[config.mk]
export PLATFORM = sky130hd
export DESIGN_NAME = nbp_ram
export DESIGN_NICKNAME = d
export VERILOG_FILES = /design/src/rtl/nbp_ram.sv
export SDC_FILE = /design/constraint.sdc
export NUM_CORES = 1
export LEC_CHECK = 0
export ABC_AREA = 1
export BUFFER_PORTS_ARGS = -buffer_cell sky130_fd_sc_hd__buf_2
export CORE_MARGIN = 10
export CORE_UTILIZATION = 40
export CTS_CLUSTER_DIAMETER = 150
export DETAILED_ROUTE_END_ITERATION = 10
export GPL_ROUTABILITY_DRIVEN = 0
export PLACE_DENSITY = 0.63
export SYNTH_ARGS = -nofsm -noshare
export SYNTH_HDL_FRONTEND = slang
export SYNTH_SLANG_ARGS = --single-unit
[constraint.sdc]
create_clock -name clk -period 0.9 [get_ports clk]
set_input_delay 0.045 -clock clk [delete_from_list [all_inputs] [get_ports clk]]
set_output_delay 0.045 -clock clk [all_outputs]
set_load 0.01 [all_outputs]
[src/rtl/nbp_ram.sv]
module nbp_ram #(
  parameter int WIDTH = 8,
  parameter int DEPTH = 2
) (
  input  logic                     clk,
  input  logic                     wr_en,
  input  logic [$clog2(DEPTH)-1:0] wr_addr,
  input  logic [WIDTH-1:0]         wr_data,
  input  logic                     rd_en,
  input  logic [$clog2(DEPTH)-1:0] rd_addr,
  output logic [WIDTH-1:0]         rd_data
);

  logic [WIDTH-1:0] mem [DEPTH];

  always_ff @(posedge clk) begin
    if (wr_en) begin
      mem[wr_addr] <= wr_data;
    end
    if (rd_en) begin
      rd_data <= mem[rd_addr];
    end
  end

endmodule

==> flow_summary.toml <==
[place]
io_buffers = 20
place_area_sq_um = 971
dp_hpwl_um = 925

[cells_and_area]
fin_area_sq_mm = 0.00108
fin_util_pct = 54.4
drive_above_1_share_pct = 29.1
multi_input_area_sq_um = 97.6
antennaDiodeCount = 0
areaGrowthSynthToFinish_pct = 28.1
fin_nets = 100
nFillCells = 169
seq_area_sq_um = 721

[global_routing]
grt_max_degree = 14
antenna_found_initial = 0
grt_pass1_vias = 485
grt_overflow_total = 0
grt_pass1_wl_um = 2190
grt_util_all_layers_pct = 6.58

[flow_run]
cap_violations = 0

[clock_network]
cts_max_level = 1
root_buffer = "clkbuf_4"
clock_sinks = 24
cts_tree = "built"
cts_resized = 0
clockBufferDepth = 2
cts_setup_buffers = 0
insertion_delay_ns = 0.31
path_clk_slew_ns = 0.12
cts_inserted_buffers = 3

[timing]
fin_hold_ws_ns = 0.0592
tightest_slew_ns = 0.316
relSlewSlack_pct = 78.9
final_hold_viol_count = 0
min_period_over_period_pct = 96.4
report.final.slew_viol_count = 0
fin_setup_tns_ns = 0
max_freq_ghz = 1.15
skew_ns = 0.00220
min_period_ns = 0.867
setup_viol = 0
rsz0062_at_grt = "true"

[power]
pwr-share-seq_pct = 68.2
powerDensity_mw_per_mm2 = 1810
internal_power_uw = 1560
peakVddDrop_v = 0.00117
share_comb_of_total_power_pct = 8.3
p_sw_uw = 398
power.leakage_uw = 0.000455
finalPower_uw = 1950
switching_share_pct = 20.4
clockPowerShare_pct = 23.5

[synthesis]
yosysMostFrequentCell = "nand2_1"
syn_nets = 67
synthesis.yosys.warnings = 0
netlist.area_leader.share_pct = 85.7
ys_async_sr_fraction_pct = 0
synth-edff-count = 24
ys_types = 6
synth_top_area_cell = "edfxtp_1"
syn_avg_cell_area_sq_um = 15.6
synth.area.top_cells = "edfxtp_1 (86%), nand2_1 (11%), buf_6 (1.3%), inv_1 (0.89%), inv_2 (0.45%)"
ys_seq_area_share_pct = 85.7
syn_inst = 54
ys_top_cells_by_count = "nand2_1 (25), edfxtp_1 (24), inv_1 (2)"
syn_area_sq_um = 841
ys_seq_elements = 24
synth_ff_type = "edfxtp_1"

[worst_hold_path]
min_path_type = "in -> reg"
holdPathStages = 1
whs_endpoint = "rd_data[3]"
worstHoldStart = "rd_en"

[routing]
drtPass1Iterations = 2
route.detailed.drc = 0
vias_per_cell = 4.06
final_antenna_net_count = 0
drt_wl_total_um = 1290
first_iter_violations = 3
wire_per_inst_um = 11.4
via_count = 459

[setup_path]
slowest_delay_ns = 0.37
worstSetupPathType = "reg -> out"
cp-end-kind = "output port"
reg2reg_slack_ns = 0.15
r2r_cells = 2
critPathMaxFanout = 1
critPathLaunchType = "flop"
critPathSlowestCell = "edfxtp_1"
required_ns = 0.85
rr_startpoint = "mem[0][3]"
critPathBufInv = 1
cp.arrival_ns = 0.82
reg2reg_to = "rd_data[3]"
worstPathCellList = "buf_2"
cp_top_family = "flip-flops"

[floorplan]
top_level_ports = 21
fp.coreArea_sq_mm = 0.00198
dieArea_sq_mm = 0.00434
die_y_um = 65.8
die-width_um = 65.8
initial_core_util_pct = 42.4
fp-row-count = 16

[run_status]
status = "finished, final reports clean"
[layer usage]
| layer | up-vias | part of all wire (%) | global-route usage [%] |
|---|---|---|---|
| li1 | 246 | - | - |
| met5 | - | 0 | 0 |
| met3 | 4 | 6.8 | 2.20 |
| met1 | 194 | 41 | 6.59 |
| met4 | 0 | 3.0 | 5.61 |
| met2 | 15 | 49 | 10.7 |
[final cells by class]
| type | count | share of cell area (%) |
|---|---|---|
| clock inverter | 1 | 0.348 |
| clock buffer | 3 | 2.09 |
| sequential | 24 | 66.9 |
| multi-input combinational | 26 | 9.06 |
| timing repair buffer | 29 | 17.4 |
| inverter | 3 | 1.05 |
| tap | 27 | 3.14 |
[cells in the final DEF, fill, tap and decap left out]
cell type and count:
buf_2 20, buf_4 1, clkbuf_4 3, clkinv_1 1
dlygate4sd3_1 8, edfxtp_1 24, inv_1 2, inv_2 1
nand2_1 25, nor2_1 1
[per-stage QoR]
stage          worst slack [ns]  cells
5_1_grt                 -0.0256    113
6_report                 0.0327    113
3_3_place_gp              0.142    101
4_1_cts                  0.0164    113
2_1_floorplan            0.0951     54
3_5_place_dp              0.136    101
[flip-flops by register name, summed over array words and instances, names as in the netlist]
name,cells
rd_data,8
mem,16
[how the worst max path moves through the flow]
stage | from | endpoint | slack [ns] | cells past startpoint
finish | rd_data[2] | rd_data[2] | 0.03 | 1
detailed placement | wr_en | mem[1][2] | 0.14 | 3
global placement | wr_addr | mem[1][2] | 0.14 | 3
CTS | rd_data[3] | rd_data[3] | 0.02 | 1
global route | rd_data[6] | rd_data[6] | -0.03 | 1
floorplan | wr_en | mem[0][0] | 0.1 | 2
[cell families (layout without fill, tap and decap cells)]
logic type | after synthesis | after routing | share of synthesized area, %
and+or+nand+nor | 26 | 26 | 11.6
DFF | 24 | 24 | 85.7
buffers and inverters | 4 | 36 | 2.68
[what timing repair did]
| action | 4_1_cts | 5_1_grt |
|---|---|---|
| endpoints found under the setup margin | 0 | 8 |
| hold buffers | 8 | 0 |
| endpoints found under the hold margin | 16 | 0 |
[power by group through the flow]
stage	clock network [uW]	registers, uW	logic [uW]
final	459	1330	162
after detailed placement	0	1360	140
after floorplan	0	1370	51.5
after CTS	478	1330	166
after global placement	0	1360	135
after global routing	516	1340	186
(Power assumes the default switching activity.)
